--- config.mk ---
export PLATFORM = sky130hd
export DESIGN_NAME = vic_ctrl
export DESIGN_NICKNAME = d
export VERILOG_FILES = /design/src/rtl/core/vic_pkg.sv /design/src/rtl/core/vic_ctrl.sv
export SDC_FILE = /design/constraint.sdc
export NUM_CORES = 1
export LEC_CHECK = 0
export BUFFER_PORTS_ARGS = -buffer_cell sky130_fd_sc_hd__buf_2
export CORE_AREA = 2 2 39 41
export DETAILED_ROUTE_END_ITERATION = 7
export DIE_AREA = 0 0 41 43
export PLACE_DENSITY = 0.3
export SETUP_SLACK_MARGIN = 0.1
export SLEW_MARGIN = 0
export SYNTH_ARGS = -nofsm -noshare
export SYNTH_HDL_FRONTEND = slang
export SYNTH_SLANG_ARGS = --single-unit
--- constraint.sdc ---
create_clock -name clk -period 1 [get_ports clk]
set_input_delay 0 -clock clk [delete_from_list [all_inputs] [get_ports clk]]
set_output_delay 0 -clock clk [all_outputs]
set_load 0.02 [all_outputs]
--- src/rtl/core/vic_pkg.sv ---
package vic_pkg;

	localparam int IDX_W   = 12;
	localparam int CNT_W   = 13;
	localparam int EPOCH_W = 8;

	localparam logic CMD_GROUP  = 1'b0;
	localparam logic CMD_CORNER = 1'b1;

	typedef enum logic [1:0] {
		ST_CLEAR,
		ST_IDLE,
		ST_LOOKUP
	} vic_state_t;

	// Commands from the controller to the datapath.
	typedef struct packed {
		logic load;      // capture a corner and read the three maps
		logic commit;    // update the maps and load the output register
		logic new_group; // advance the group epoch and zero the counters
		logic clear_en;  // write one entry of the clearing sweep
	} vic_cmd_t;

	// Status from the datapath to the controller.
	typedef struct packed {
		logic epoch_last; // the epoch is at its last value; the next group needs a sweep
		logic clear_done; // the sweep writes its last entry in this cycle
		logic out_free;   // the output register can take a result in this cycle
	} vic_stat_t;

	typedef struct packed {
		logic [IDX_W-1:0] dense;
		logic             first;
		logic [IDX_W-1:0] source;
	} vic_attr_t;

	typedef struct packed {
		logic [EPOCH_W-1:0] epoch;
		logic [IDX_W-1:0]   dense;
	} vic_entry_t;

endpackage

--- src/rtl/core/vic_ctrl.sv ---
module vic_ctrl (
	input  logic              clk,
	input  logic              arst_n,
	input  logic              in_valid,
	input  logic              command,
	input  vic_pkg::vic_stat_t stat,
	output logic              in_ready,
	output vic_pkg::vic_cmd_t  cmd
);

	vic_pkg::vic_state_t state_q, state_d;

	always_ff @(posedge clk or negedge arst_n) begin
		if (!arst_n) begin
			state_q <= vic_pkg::ST_CLEAR;
		end else begin
			state_q <= state_d;
		end
	end

	always_comb begin
		state_d = state_q;
		unique case (state_q)
			vic_pkg::ST_CLEAR: begin
				if (stat.clear_done) state_d = vic_pkg::ST_IDLE;
			end
			vic_pkg::ST_IDLE: begin
				if (in_valid) begin
					if (command == vic_pkg::CMD_CORNER) begin
						state_d = vic_pkg::ST_LOOKUP;
					end else if (stat.epoch_last) begin
						state_d = vic_pkg::ST_CLEAR;
					end
				end
			end
			vic_pkg::ST_LOOKUP: begin
				if (stat.out_free) state_d = vic_pkg::ST_IDLE;
			end
			default: state_d = vic_pkg::ST_CLEAR;
		endcase
	end

	always_comb begin
		in_ready      = 1'b0;
		cmd           = '0;
		unique case (state_q)
			vic_pkg::ST_CLEAR: begin
				cmd.clear_en = 1'b1;
			end
			vic_pkg::ST_IDLE: begin
				in_ready      = 1'b1;
				cmd.load      = in_valid && (command == vic_pkg::CMD_CORNER);
				cmd.new_group = in_valid && (command == vic_pkg::CMD_GROUP);
			end
			vic_pkg::ST_LOOKUP: begin
				cmd.commit = stat.out_free;
			end
			default: begin
				cmd = '0;
			end
		endcase
	end

endmodule

# Word-level counts from Yosys, hierarchy flattened
# Cells that the tools add are included.
[op_classes]
n_eq_ne = 6
addsub = 0
n_mux = 11
bitwise = 1
shift = 0
reduce_logical = 4
n_lt_le_gt_ge = 0
mul = 0
div_mod_pow = 0
[ops]
columns = ["op", "count"]
rows = [
  ["2-to-1 mux 2 bit", 5],
  ["!= test 2 bit (second input constant)", 3],
  ["one-hot mux 2 bit (3 select lines)", 1],
  ["2-to-1 mux 1 bit", 5],
  ["AND reduction 4 bit", 1],
  ["!= test 3 bit (second input constant)", 1],
  ["equality test 2 x 1 -> 1 bit (second input constant)", 1],
  ["equality test 2 bit (second input constant)", 1],
  ["logical AND 1 bit", 2],
  ["zero test 2 bit", 1],
  ["inverter 1 bit", 1],
]
[totals]
reg_bits = 2
mem_bits_ro = 0
latchBits = 0
output_inout_bits = 5
memories = 0
ram_bits = 0

# Longest topological paths before layout
[depth]
ltp_word = 4
ltp_mapped = 2

# Worst setup path after synthesis
# No wires, ideal clock.
[synth_path]
path_type = "register -> output"
startpoint = "register state_q[1]"
endpoint = "output cmd[1] (netlist bit)"
required_time_ns = 1.000
path_buffers = 0
t_arrival_ns = 0.919
path_stages_with_launch = 3
slack_ns = 0.081
path_cell_list = "dfrtp_1 -> nand2b_4 -> nor3b_2"
[synth_rtl]
columns = ["item", "line", "rtl"]
rows = [
  ["start, declared", "vic_ctrl.sv:11", "vic_pkg::vic_state_t state_q, state_d;"],
  ["start signal, assigned", "vic_ctrl.sv:15", "state_q <= vic_pkg::ST_CLEAR;"],
  ["start signal, assigned", "vic_ctrl.sv:17", "state_q <= state_d;"],
  ["end, declared", "vic_ctrl.sv:8", "output vic_pkg::vic_cmd_t cmd"],
]

==> flow_metrics.env <==
export IMPL_status="finished with violations"
export IMPL_violations="setup timing"
export IMPL_cts_sinks=2
export IMPL_antennaDiodeCount=0
export IMPL_maxSlewViolCount=0
export IMPL_clk_latency_ns=0.22
export IMPL_crit_path_end_kind="output pin"
export IMPL_synth_seq_cells=2
export IMPL_rsz0062_at_grt="true"
export IMPL_root_buffer="clkbuf_4"
export IMPL_synthCells=15
export IMPL_ios=12
export IMPL_h_tree_depth=1
export IMPL_overflow=0
export IMPL_grt_max_degree=6
export IMPL_drc=0
export IMPL_hold_viol_final=0
export IMPL_start_util_pct=9.76
export IMPL_rows=14
export IMPL_first_pass_iters=2
export IMPL_clock_path_buffers=2
export IMPL_finalCriticalPeriod_ns=1.07
export IMPL_hold_path_depth=3
export IMPL_ir_drop_uv=1030
export IMPL_critPathKind="reg -> out"
export IMPL_grt_pass1_vias=182
export IMPL_gr_usage_all_layers_pct=6.22
export IMPL_p_leak_nw=0.157
export IMPL_drive_gt1_share_pct=71.4
export IMPL_path_max_fanout=3
export IMPL_final_util_pct=23.4
export IMPL_layout_setup_ws_ns=-0.0723
export IMPL_wire_per_inst_um=8.65
export IMPL_p_per_area_nw_per_um2=2690
export IMPL_required_ns=1.00
export IMPL_port_buffers=11
export IMPL_antenna_found_initial=0
export IMPL_stdcell_area_um2=324
export IMPL_start_kind="register"
export IMPL_clkTransAtPathRegs_ns=0.03
export IMPL_syn_to_final_growth_pct=140
export IMPL_ys_warn_count=0
export IMPL_largest_reg_flops=2
export IMPL_grt_pass1_wl_um=662
export IMPL_cap_violations=0
export IMPL_dieArea_um2=1760
export IMPL_drtAntennaViolNets=0
export IMPL_timing_max_slew_rel_slack_pct=90.9
export IMPL_drt_total_wl_um=441
export IMPL_syn_nets=22
export IMPL_syn_area_um2=135
export IMPL_cts_made_buffers=3
export IMPL_crit_arrival_ns=1.07
export IMPL_hp_class="in -> reg"
export IMPL_hold_slack_ns=0.0901
export IMPL_ys_seq_area_share_pct=37.0
export IMPL_cts_tree="built"
export IMPL_fp_dieH_um=43
export IMPL_gp_congestion=0.533
export IMPL_nNetsFinal=44
export IMPL_reg2regPathDepth=4
export IMPL_fin_tns_setup_ns=-0.247
export IMPL_timing_fmax_mhz=933
export IMPL_postSynthAreaPerCell_um2=9.01
export IMPL_fp_dieW_um=41
export IMPL_via_count=179
export IMPL_core_um2=1380
export IMPL_min_period_over_period_pct=107
export IMPL_reg_top3="state_q x2"
export IMPL_route_detailed_vias_per_inst=3.51
export IMPL_drtIter0Drc=1
export IMPL_placed_cell_area_um2=224
export IMPL_setup_viol=6
export IMPL_largest_register="state_q"
export IMPL_tightest_slew_ns=0.132
export IMPL_skew_ns=0.000145
export IMPL_synth_distinct_cells=10
export IMPL_fillCellCount=154
-- repair_timing --
| action | CTS | global route |
|---|---|---|
| endpoints found under the hold margin | 2 | 0 |
| pin swaps | 1 | 1 |
| cloned | 0 | 0 |
| gates resized for setup | 12 | 2 |
| hold buffers | 1 | 0 |
| setup endpoints to repair | 5 | 7 |
| setup buffers | 4 | 0 |
-- cell usage after synthesis --
cell	count	area (µm²)
nor2_1	3	11.3
dfrtp_1	2	50.1
nand2_1	2	7.51
o22ai_1	2	12.5
inv_1	1	3.75
mux2i_1	1	10.0
nand2b_1	1	6.26
nand2b_4	1	13.8
nor3b_2	1	12.5
o21a_1	1	7.51
-- cell families (layout without fill, tap and decap cells) --
logic type | count (synthesis) | in the layout | synth area share, %
and+or+nand+nor | 8 | 8 | 38.0
buffers and inverters | 1 | 21 | 2.78
DFF | 2 | 2 | 37.0
muxes | 1 | 1 | 7.41
AOI/OAI and AO/OA | 3 | 3 | 14.8
-- worst max-delay path, stage by stage, from the launching register on --
cell and delay (ns):
dfrtp_1 0.37, buf_4 0.14, buf_6 0.11, nand2_2 0.04, nor2_1 0.03, buf_4 0.15
-- path summary, 6_finish.rpt --
check | from | end | slack, ns
setup reg to reg | state_q[1] | state_q[0] | 0
min in group asynchronous | arst_n | state_q[1] | 0.10
hold reg to reg | state_q[0] | state_q[1] | 0.55
max in group asynchronous | arst_n | state_q[0] | 0.80
setup / recovery | state_q[1] | cmd[2] | -0.07
hold / removal | stat[1] | state_q[0] | 0.09
-- layout by cell type (no fill, tap or decap) --
cell type,n
buf_4,5
nand2b_4,1
buf_2,6
nand2_2,1
dlygate4sd3_1,1
nor3b_4,1
dfrtp_1,1
mux2i_1,1
buf_6,5
o22ai_1,2
o21a_1,1
nand2_1,1
clkbuf_4,3
nand2b_1,1
inv_2,1
nor2_2,1
nor2_1,2
dfrtp_2,1
-- final cells by class --
cell class / instances / area (µm²) / share of cell area [%]
Sequential cell: 2 / 51.3 / 15.8
Inverter: 1 / 3.75 / 1.16
Multi-Input combinational cell: 12 / 92.6 / 28.6
Clock buffer: 3 / 22.5 / 6.95
Timing Repair Buffer: 17 / 134 / 41.3
Tap cell: 16 / 20.0 / 6.18
-- report_power, final --
group | internal [mW] | switching [mW]
sequential | 0.116 | 0.0436
combinational | 0.303 | 0.232
clock | 0.132 | 0.0439
-- layer usage --
| metal | track usage, % | vias up | wire (µm) | share of wire (%) |
|---|---|---|---|---|
| met5 | 0 | - | 0 | 0 |
| met2 | 8.44 | 12 | 196 | 44 |
| met1 | 6.43 | 75 | 180 | 41 |
| li1 | - | 92 | - | - |
| met4 | 6.00 | 0 | 0 | 0 |
| met3 | 3.14 | 0 | 64 | 15 |
-- stage by stage --
stage | setup WS, ns | power (mW) | instances
5_1_grt | -0.121 | 0.937 | 51
3_3_place_gp | 0.0926 | 0.475 | 43
2_1_floorplan | 0.118 | 0.368 | 15
4_1_cts | -0.0716 | 0.850 | 51
6_report | -0.0723 | 0.871 | 51
3_5_place_dp | 0.0813 | 0.481 | 43
No activity file was read; power rests on OpenSTA's default activity.
